[src/design/lzwc_pkg.sv]
`timescale 1ns / 1ps
// lzwc_pkg: shared types and constants of the lzw compressor
// no dependencies
package lzwc_pkg;

	localparam int BYTE_W     = 8;
	localparam int PACK_W     = 32;
	localparam int FIRST_FREE = 256;
	localparam int CNT_W      = 6;
	localparam int EMIT_W     = 3;
	localparam int MAX_OUT    = 7;

	typedef struct packed {
		logic [7:0] data_byte;
		logic       last_byte;
	} in_item_t;

	typedef struct packed {
		logic [7:0] out_byte;
		logic       out_last;
	} out_item_t;

	typedef enum logic [3:0] {
		ST_CLEAR,
		ST_IDLE,
		ST_HASH,
		ST_LOAD,
		ST_PROBE_RD,
		ST_PROBE_CHK,
		ST_EMIT_PUT,
		ST_EMIT_DRAIN,
		ST_FL_PUT,
		ST_FL_DRAIN,
		ST_FINISH
	} state_t;

	typedef enum logic [1:0] {
		SEL_CUR,
		SEL_END,
		SEL_ZERO
	} code_sel_t;

	typedef struct packed {
		logic      accept;
		logic      mod_step;
		logic      probe_load;
		logic      mem_rd;
		logic      probe_adv;
		logic      hit;
		logic      add;
		logic      cur_from_ch;
		logic      put;
		code_sel_t code_sel;
		logic      drain;
		logic      in_flush;
		logic      tail;
		logic      clr_step;
		logic      stream_reset;
	} cmd_t;

	typedef struct packed {
		logic in_last;
		logic have_prefix;
		logic last;
		logic mod_done;
		logic rd_valid;
		logic rd_match;
		logic probe_exhausted;
		logic drain_pending;
		logic clr_done;
	} status_t;

endpackage

[src/design/lzwc_ctrl.sv]
`timescale 1ns / 1ps
// lzwc_ctrl: controller state machine of the lzw compressor
// depends on lzwc_pkg
module lzwc_ctrl (
	input  logic              clk,
	input  logic              arst_n,
	input  logic              src_valid,
	output logic              src_ready,
	input  lzwc_pkg::status_t status,
	output lzwc_pkg::cmd_t    cmd
);

	lzwc_pkg::state_t    state_q, state_d;
	lzwc_pkg::code_sel_t fl_q, fl_d;

	always_ff @(posedge clk or negedge arst_n) begin
		if (!arst_n) begin
			state_q <= lzwc_pkg::ST_CLEAR;
			fl_q    <= lzwc_pkg::SEL_CUR;
		end else begin
			state_q <= state_d;
			fl_q    <= fl_d;
		end
	end

	always_comb begin
		state_d   = state_q;
		fl_d      = fl_q;
		cmd       = '0;
		cmd.code_sel = lzwc_pkg::SEL_CUR;
		src_ready = 1'b0;
		case (state_q)
			lzwc_pkg::ST_CLEAR: begin
				cmd.clr_step = 1'b1;
				if (status.clr_done) state_d = lzwc_pkg::ST_IDLE;
			end
			lzwc_pkg::ST_IDLE: begin
				src_ready = 1'b1;
				fl_d      = lzwc_pkg::SEL_CUR;
				if (src_valid) begin
					cmd.accept = 1'b1;
					if (status.have_prefix) state_d = lzwc_pkg::ST_HASH;
					else if (status.in_last) state_d = lzwc_pkg::ST_FL_PUT;
				end
			end
			lzwc_pkg::ST_HASH: begin
				cmd.mod_step = 1'b1;
				if (status.mod_done) state_d = lzwc_pkg::ST_LOAD;
			end
			lzwc_pkg::ST_LOAD: begin
				cmd.probe_load = 1'b1;
				state_d = lzwc_pkg::ST_PROBE_RD;
			end
			lzwc_pkg::ST_PROBE_RD: begin
				cmd.mem_rd = 1'b1;
				state_d = lzwc_pkg::ST_PROBE_CHK;
			end
			lzwc_pkg::ST_PROBE_CHK: begin
				if (!status.rd_valid) begin
					cmd.add = 1'b1;
					state_d = lzwc_pkg::ST_EMIT_PUT;
				end else if (status.rd_match) begin
					cmd.hit = 1'b1;
					state_d = status.last ? lzwc_pkg::ST_FL_PUT : lzwc_pkg::ST_IDLE;
				end else if (status.probe_exhausted) begin
					state_d = lzwc_pkg::ST_EMIT_PUT;
				end else begin
					cmd.probe_adv = 1'b1;
					state_d = lzwc_pkg::ST_PROBE_RD;
				end
			end
			lzwc_pkg::ST_EMIT_PUT: begin
				cmd.put         = 1'b1;
				cmd.code_sel    = lzwc_pkg::SEL_CUR;
				cmd.cur_from_ch = 1'b1;
				state_d = lzwc_pkg::ST_EMIT_DRAIN;
			end
			lzwc_pkg::ST_EMIT_DRAIN: begin
				cmd.drain = 1'b1;
				if (!status.drain_pending)
					state_d = status.last ? lzwc_pkg::ST_FL_PUT : lzwc_pkg::ST_IDLE;
			end
			lzwc_pkg::ST_FL_PUT: begin
				cmd.put      = 1'b1;
				cmd.code_sel = fl_q;
				state_d = lzwc_pkg::ST_FL_DRAIN;
			end
			lzwc_pkg::ST_FL_DRAIN: begin
				cmd.drain    = 1'b1;
				cmd.in_flush = 1'b1;
				cmd.tail     = (fl_q == lzwc_pkg::SEL_ZERO);
				if (!status.drain_pending) begin
					case (fl_q)
						lzwc_pkg::SEL_CUR: begin
							fl_d    = lzwc_pkg::SEL_END;
							state_d = lzwc_pkg::ST_FL_PUT;
						end
						lzwc_pkg::SEL_END: begin
							fl_d    = lzwc_pkg::SEL_ZERO;
							state_d = lzwc_pkg::ST_FL_PUT;
						end
						default: begin
							state_d = lzwc_pkg::ST_FINISH;
						end
					endcase
				end
			end
			lzwc_pkg::ST_FINISH: begin
				cmd.stream_reset = 1'b1;
				state_d = lzwc_pkg::ST_CLEAR;
			end
			default: begin
				state_d = lzwc_pkg::ST_CLEAR;
			end
		endcase
	end

endmodule

[config.mk]
export PLATFORM = sky130hd
export DESIGN_NAME = lzwc_ctrl
export DESIGN_NICKNAME = d
export VERILOG_FILES = /design/src/design/lzwc_pkg.sv /design/src/design/lzwc_ctrl.sv
export SDC_FILE = /design/constraint.sdc
export NUM_CORES = 1
export LEC_CHECK = 0
export ABC_AREA = 1
export BUFFER_PORTS_ARGS = -buffer_cell sky130_fd_sc_hd__buf_4
export CORE_UTILIZATION = 26
export CTS_CLUSTER_SIZE = 16
export DETAILED_ROUTE_END_ITERATION = 10
export GPL_TIMING_DRIVEN = 0
export MAX_ROUTING_LAYER = met4
export SETUP_SLACK_MARGIN = 0.3
export SLEW_MARGIN = 20
export SYNTH_ARGS = -nofsm -noshare
export SYNTH_HDL_FRONTEND = slang
export SYNTH_SLANG_ARGS = --single-unit
[constraint.sdc]
create_clock -name clk -period 3.7 [get_ports clk]
set_input_delay 0.555 -clock clk [delete_from_list [all_inputs] [get_ports clk]]
set_output_delay 0.555 -clock clk [all_outputs]
set_load 0.005 [all_outputs]
* Yosys cells after proc, flatten, opt, wreduce, memory -nomap -nowiden
Index checks and enable logic that the tools add are counted.
W data, S select, Z words.
** Operators by class
- Equal/unequal tests :: 19
- Mux-type cells :: 34
- Reductions and logical operators :: 7
** Operator list (count)
- $mux W4 :: 10
- $pmux W4 S10 :: 1
- $eq A4 B3 Y1 const B :: 4
- $mux W1 :: 14
- $eq A4 B4 Y1 const B :: 3
- $mux W2 :: 5
- $ne A2 B2 Y1 const B :: 5
- $eq A4 B2 Y1 const B :: 2
- $pmux W2 S2 :: 2
- $pmux W3 S2 :: 1
- $reduce_and A6 Y1 :: 1
- $eq A4 B1 Y1 const B :: 1
- $logic_not A4 Y1 :: 1
- $reduce_or A2 Y1 :: 2
- $mux W3 :: 1
- $ne A3 B1 Y1 const B :: 1
- $ne A3 B3 Y1 const B :: 1
- $reduce_and A3 Y1 :: 1
- $eq A2 B1 Y1 const B :: 1
- $eq A2 B2 Y1 const B :: 1
- $logic_not A2 Y1 :: 1
- $reduce_bool A2 Y1 :: 1
** Storage, ports and cells
- Register bits after elaboration :: 6
- Output and inout bits :: 17
- Word-level logic and storage cells :: 62

* Depth between registers and ports, before layout
Gate-level depths: netlist (run 1).
- Depth after elaboration :: 5
- Gate-level depth with buffers :: 9

* Worst setup path after synthesis (run 1)
Ideal clock, no wire load.
- Path type :: register -> output
- Start :: register state_q[3]
- End :: output cmd[11] (netlist name)
- Arrival :: 1085 ps
- Slack :: 2060 ps
- Cell stages (with the launch flop) :: 6
- Buffers on the path :: 0
- Cell sequence :: dfrtp_1 > inv_2 > nand2_1 > nor2_1 > inv_1 > nor4_1
** RTL lines
- from (decl) :: RTL line lzwc_ctrl.sv:13 : lzwc_pkg::state_t state_q, state_d;
- from (signal assigned) :: RTL line lzwc_ctrl.sv:18 : state_q <= lzwc_pkg::ST_CLEAR;
- from (signal assigned) :: RTL line lzwc_ctrl.sv:21 : state_q <= state_d;
- to (decl) :: RTL line lzwc_ctrl.sv:10 : output lzwc_pkg::cmd_t cmd

==> metrics.txt, run 1 <==
status complete, no violations; max_cap viols 0; Total Die Area 2541 µm²; DRT iter0 DRCs 18; Yosys reg bits 6; synth unique cells 18; total wire length 1.657 mm; CTS Sinks 6; Post-DP Area about 850 µm²; Final #Nets 154; Vias/cell around 4.5; CTS Buffer Depth 2; cell area after synthesis 609.3 µm²; CP bufs+invs 3; number of CTS-inserted buffers 3; Post-CTS Setup Repair Bufs 0; IO buf count 28; largest net degree at the start of global routing 9; Synth Warn # 0; crit-path max cell delay 0.43 ns; crit-path cells inv_1 > nand2_2 > nor2_1 > inv_1 > nor4_1 > buf_4; sequential area share after synthesis 24.64%; area of the multi-input gates ~360 µm²; # DRC 0; via count of the first global-routing pass a little over 700; worst min path class in2async; period utilization 58.25%; RR Startpoint state_q[3]; CP startpoint kind register; Rows 17; number of fill cells 245; FMAX roughly 460 MHz; synthesized netlist cell count 109; Worst R2R Path Depth 7; sw power 0.2493 mW; Top Ports 29; worst setup path startpoint state_q[1]; layout cell share with drive strength beyond 1 31.43%; worst skew pair latency 0.25 ns; critical path class reg2out; async set-reset flop share out of synthesis 100.0%; Total Power 0.5086 mW; DRT Pass-1 Iters 4; CP required 3.14 ns; CP delay by family, top simple AND/OR/NAND/NOR gates; final hold vios 0; Flop pwr share between 20 and 25%; CP dominant cell by count inv_1; number of synthesized flops with an enable pin 0; Mean Syn Cell Area 5.590 µm²; DPL Wire Length 1.359 mm; GRT Util Overall around 15%; flop-to-flop setup slack 2.36 ns; Worst-Margin Slew just under 0.3 ns; Vias 753; dominant synthesized flop cell dfrtp_1; Relative slew margins 80.48%; critical path arrival roughly 1.6 ns; antenna violations before repair 0; crit path max fanout 6; Starting Density 27.55%; pwr dens 579.8 nW/µm²; Die X 50.41 µm; Peak VDD IR 186.5 µV; clock root buffer clkbuf_4; Tmin final around 2.2 ns; H-Tree Level Count 1; Sw Share between 40 and 50%; Final Setup Violations 0; Final ANT Viol Nets 0; CTS tree done; Net Count, Synth approximately 120; Slowest-stage cell, CP dfrtp_1; first-pass GRT wire length approximately 2.9 mm; Resize count post-CTS 0; most frequent cells in the layout buf_4 (29), nand2_1 (28), inv_1 (20), nor2_1 (16), nand3_1 (12); setup TNS 0 ns; cts hold-fix bufs 0; Comb power frac 65.5%; Final Max Tran Viols 0; diode count 0; Clk pwr share 11.8%; RSZ-0062 raised after global routing false; clk_skew 0.006939 ns; most common cell after layout, fill and taps aside buf_4; total grt overflow 0; Layout Utilization 39.65%; Storage cell area 150.1 µm²; die height 50.41 µm; core box area 2212 µm²; CP Capture Type output pin; final non-filler cell area ~880 µm²; RePlAce Congestion 0.9188; wire length per cell 9.863 µm; Clock transition at path regs ~0.05 ns; cell-internal power 0.2593 mW; R2R Path End state_q[3]; Layout area overhead 43.94%; leakage 0.5211 nW
==> layer usage <==
layer / global-route usage, % / share of wire [%] / vias up
met3: 3.636 / 4.6 / 2
met4: 4.167 / 0.72 / 0
met2: 24.00 / 47 / 23
met5: - / 0 / -
met1: 19.45 / 47 / 328
li1: - / - / 400
==> how the worst max path moves through the flow <==
stage / to / slack (ns) / cells past startpoint
finish: cmd[11] / 1.54 / 6
global route: cmd[11] / 1.40 / 6
CTS: cmd[11] / 1.54 / 6
detailed placement: cmd[11] / 1.82 / 6
global placement: cmd[11] / 1.80 / 6
floorplan: cmd[11] / 2.06 / 5
==> synthesized netlist by cell type (2+ instances only) <==
| library cell | number | share of area (%) |
|---|---|---|
| inv_1 | 20 | 12 |
| nand2_2 | 2 | 2.1 |
| nand4_1 | 3 | 3.1 |
| inv_2 | 4 | 2.5 |
| o21ai_0 | 5 | 4.1 |
| nand3_1 | 12 | 9.9 |
| nor2_2 | 5 | 5.1 |
| nor2_1 | 16 | 9.9 |
| nand2_1 | 28 | 17 |
| dfrtp_1 | 6 | 25 |
==> power groups by stage <==
stage / registers (mW) / logic (mW) / clock network (mW)
detailed placement: 0.115 / 0.333 / 0
finish: 0.115 / 0.333 / 0.0603
global route: 0.118 / 0.381 / 0.0654
global placement: 0.115 / 0.333 / 0
floorplan: 0.110 / 0.223 / 0
CTS: 0.114 / 0.335 / 0.0621
==> flip-flops by register name (all words and copies together) (netlist names) <==
signal / count
state_q: 4
fl_q: 2
==> layout make-up <==
cell class | instances | area share (%)
inverter | 24 | 10.27
buffer | 1 | 0.8559
clock buffer | 3 | 2.568
tap | 28 | 3.994
sequential | 6 | 17.12
timing repair buffer | 28 | 23.97
multi-input combinational | 78 | 41.23
==> kinds of logic after synthesis <==
family | after synthesis | synth area share (%)
AND/OR/NAND/NOR | 70 | 52.16
AO/OA/AOI/OAI | 8 | 7.185
flip-flops | 6 | 24.64
buffers and inverters | 25 | 16.02
==> per-stage QoR <==
stage / hold WS [ns] / worst slack [ns] / instances
floorplan: 0.2594 / 2.060 / 109
global placement: 0.3626 / 1.803 / 165
detailed placement: 0.3650 / 1.823 / 165
CTS: 0.1015 / 1.544 / 168
global route: 0.09350 / 1.397 / 168
finish: 0.1038 / 1.545 / 168
Note: power is estimated with default switching activity, not from simulation.
==> inputs of run 2 (changes only) <==
==> constraint.sdc (replaced) <==
create_clock -name clk -period 2.2 [get_ports clk]
set_input_delay 0.33 -clock clk [delete_from_list [all_inputs] [get_ports clk]]
set_output_delay 0.33 -clock clk [all_outputs]
set_load 0.005 [all_outputs]
==> metrics.txt, run 2 (synthesis gave the netlist of run 1 again) <==
status complete, no violations; diode count 0; Total Die Area 2541 µm²; CP dominant cell by count nor2_2; CTS Sinks 6; DRT iter0 DRCs 18; Slowest-stage cell, CP dfrtp_1; Top Ports 29; layout cell share with drive strength beyond 1 33.33%; Total Power 0.8752 mW; CTS Buffer Depth 2; leakage 0.5255 nW; crit-path max cell delay 0.45 ns; Rows 17; via count of the first global-routing pass between 700 and 800; Relative slew margins 80.67%; Final ANT Viol Nets 0; CP bufs+invs 3; largest net degree at the start of global routing 9; GRT Util Overall 15.64%; Post-CTS Setup Repair Bufs 0; period utilization between 80 and 90%; Worst-Margin Slew slightly below 0.3 ns; Post-DP Area ~850 µm²; worst skew pair latency roughly 0.25 ns; wire length per cell 10.07 µm; critical path class reg2out; Vias 766; setup TNS 0 ns; most common cell after layout, fill and taps aside buf_4; first-pass GRT wire length 2.925 mm; CP Capture Type output pin; number of fill cells ~250; # DRC 0; DRT Pass-1 Iters 4; non-filler cells, final 169; Final Max Tran Viols 0; clock root buffer clkbuf_4; dpl cells between 150 and 200; CP delay by family, top simple AND/OR/NAND/NOR gates; Largest register FFs 4; Layout area overhead 47.23%; total grt overflow 0; RePlAce Congestion approximately 0.92; Vias/cell 4.533; Final #Nets 155; crit-path cells nor2_2 > inv_2 > nor2_2 > inv_1 > nor2_1 > buf_4; FMAX between 500 and 600 MHz; Storage cell area 150.1 µm²; H-Tree Level Count 1; antenna violations before repair 0; Starting Density 27.55%; Final Setup Violations 0; most frequent cells in the layout buf_4 (29), nand2_1 (27), inv_1 (19), nor2_1 (15), nand3_1 (12); Biggest register state_q; CP startpoint kind register; Clock transition at path regs 0.04 ns; biggest regs state_q (4), fl_q (2); clk_skew 0.004736 ns; worst min path class in2reg; final non-filler cell area 897.1 µm²; RSZ-0062 raised after global routing true; die height 50.41 µm; Tmin final 1.812 ns; max_cap viols 0; final hold vios 0; IO buf count 28; CP required 1.87 ns; DPL Wire Length 1.359 mm; critical path arrival approximately 1.5 ns; Layout Utilization approximately 41%; Peak VDD IR 315.5 µV; pwr dens between 900 and 1000 nW/µm²; Die X ~50 µm; number of CTS-inserted buffers 3; crit path max fanout 7; core box area 2212 µm²; total wire length 1.701 mm; CTS tree done; area of the multi-input gates 371.6 µm²
-- run 2: what timing repair did --
action / CTS / global route
hold endpoints to repair: 6 / 0
hold buffers: 1 / 0
resized for setup: 1 / 3
gates cloned: 0 / 0
pin swaps: 0 / 0
endpoints found under the setup margin: 1 / 2
-- run 2: worst min-delay path, cell delays in order --
cell	delay, ns
buf_4	0.11
nand2_1	0.08
nand2_1	0.07
-- run 2: power breakdown --
group	internal (mW)	switching, mW
Sequential	0.152	0.0440
Clock	0.0617	0.0397
Combinational	0.228	0.350
Total	0.441	0.434
-- run 2: stage by stage --
| step | worst slack (ns) | hold slack (ns) |
|---|---|---|
| after floorplan | 0.7847 | 0.03441 |
| after global placement | 0.5278 | 0.1376 |
| after detailed placement | 0.5475 | 0.1400 |
| after CTS | 0.3245 | 0.3745 |
| after global routing | 0.2836 | 0.3954 |
| final | 0.3884 | 0.3832 |
-- run 2: path summary, 6_finish.rpt --
kind | start | to | slack [ns] | cells past startpoint
worst max-delay path | state_q[3] | cmd[15] | 0.39 | 6
worst min-delay path | status[1] | state_q[3] | 0.38 | 3
worst max register to register | state_q[3] | state_q[3] | 0.85 | 7
worst min register to register | fl_q[0] | fl_q[1] | 0.59 | 2
max in group asynchronous | arst_n | state_q[1] | 1.66 | 2
min in group asynchronous | arst_n | state_q[2] | 0.43 | 2
-- run 2: final cells by class --
class	count	area share (%)
plain buffers	1	0.8368
flip-flops and latches	6	16.74
clock buffers	3	2.510
multi-input cells	78	41.42
repair buffers	29	24.55
inverters	24	10.04
well taps	28	3.905
-- run 2: routing by layer --
layer  vias to the layer above  routed length (µm)  track usage [%]
met3                         2                  69            3.636
li1                        403                   -                -
met2                        18                 815            25.11
met5                         -                   0                -
met1                       343                 800            19.63
met4                         0                  16            4.167
==> inputs of run 3 (changes only) <==
==> constraint.sdc (replaced) <==
create_clock -name clk -period 1.59 [get_ports clk]
set_input_delay 0.2385 -clock clk [delete_from_list [all_inputs] [get_ports clk]]
set_output_delay 0.2385 -clock clk [all_outputs]
set_load 0.005 [all_outputs]
==> metrics.txt, run 3 (synthesis gave the netlist of run 1 again) <==
Clk pwr share 6.7%; Worst-Margin Slew approximately 0.21 ns; crit-path cells buf_6 > nor2_4 > inv_2 > nor2_4 > inv_2 > nor2_1 > buf_4; Final WS setup 0.008751 ns; most frequent cells in the layout buf_4 (48), nand2_1 (24), inv_1 (13), buf_6 (11), nor2_4 (10); DRT iter0 DRCs 19; Relative slew margins 85.72%; first-pass GRT wire length 3.995 mm; Rows 17; RePlAce Congestion just under 0.9; number of CTS-inserted buffers 3; antenna violations before repair 0; GRT Util Overall 21.88%; Vias/cell roughly 5; FMAX between 600 and 700 MHz; clk_skew 0.002341 ns; WL met3 153 µm; crit path max fanout 5; wire length per cell 13.62 µm; leakage approximately 0.71 nW; Post-DP Area 863.3 µm²; Final Max Tran Viols 0; IO buf count 28; CP required 1.35 ns; clock root buffer clkbuf_4; Layout Utilization around three fifths; Largest register FFs 4; dpl cells 165; Starting Density 27.55%; crit-path max cell delay 0.44 ns; CP startpoint kind register; Total Die Area 2541 µm²; Die X 50.41 µm; # DRC 0; most common cell after layout, fill and taps aside buf_4; Metal-1 WL 1.061 mm; critical path arrival 1.34 ns; max_cap viols 0; worst skew pair latency 0.24 ns; Clock transition at path regs 0.05 ns; Top Ports 29; top routing layer in use met4; total wire length around 2.7 mm; via count of the first global-routing pass 949; cell-internal power about 1.1 mW; period utilization roughly 99%; Layout area overhead 114.2%; final hold vios 0; Tmin final 1.581 ns; DRT Pass-1 Iters 4; core box area 2212 µm²; worst min path class in2reg; CP Capture Type output pin; Total Power 2.087 mW; Final ANT Viol Nets 0; CTS Sinks 6; Flop pwr share between 10 and 15%; total grt overflow 0; sw power 0.9679 mW; setup TNS 0 ns; biggest regs state_q (4), fl_q (2); Comb power frac 79.8%; layout cell share with drive strength beyond 1 a little over 60%; Final #Nets ~190; diode count 0; minimum hold slack 0.2929 ns; status complete, no violations; Vias 984; CTS tree done; Peak VDD IR 666.9 µV; Sw Share 46.38%; non-filler cells, final a little under 200; flop-to-flop setup slack 0.13 ns; DPL Wire Length 1.402 mm; met2 wire len approximately 1.4 mm; Final Setup Violations 0; largest net degree at the start of global routing 7; Biggest register state_q; final non-filler cell area approximately 1300 µm²; pwr dens roughly 1600 nW/µm²; die height 50.41 µm; H-Tree Level Count 1; CTS Buffer Depth 2; RSZ-0062 raised after global routing true; Place WS 0.1078 ns; critical path class reg2out; Slowest-stage cell, CP dfrtp_2
-- run 3: power by group through the flow --
stage,Clock [mW],Sequential [mW],Combinational [mW]
after detailed placement,0,0.271,0.785
after global routing,0.159,0.290,1.78
after floorplan,0,0.256,0.525
final,0.140,0.282,1.66
after CTS,0.144,0.271,1.29
after global placement,0,0.268,0.782
-- run 3: timing repair --
action,4_1_cts,5_1_grt
hold buffers,1,0
buffers inserted,25,5
pin swaps,12,12
gates cloned,0,0
setup endpoints to repair,20,20
resized for setup,29,29
endpoints found under the hold margin,6,0
-- run 3: final cells by class --
type                    count  area, µm²
clock buffers               3      22.52
flip-flops and latches      6      153.9
well taps                  28      35.03
inverters                  24      97.59
plain buffers               1      11.26
multi-input cells          78      501.7
repair buffers             59      483.0
fillers                   203      907.1
-- run 3: worst paths after layout --
kind,startpoint,end,cells after the start
setup / recovery,state_q[3],cmd[15],7
hold / removal,status[1],state_q[3],3
setup reg to reg,state_q[3],state_q[3],10
hold reg to reg,fl_q[0],fl_q[1],2
max in group asynchronous,arst_n,state_q[2],2
min in group asynchronous,arst_n,state_q[0],2
-- run 3: worst max-delay path: cells and delay by family, from the launching register on --
kind | cells | cell delay (ns)
AND/OR/NAND/NOR | 3 | 0.29
buffers and inverters | 4 | 0.37
flip-flops | 1 | 0.44
-- run 3: per-layer routing --
metal  GRT usage, %  vias to the layer above
met5              -                        -
met4          10.19                        0
met3          6.364                       15
met2          36.22                       47
met1          24.08                      460
li1               -                      462
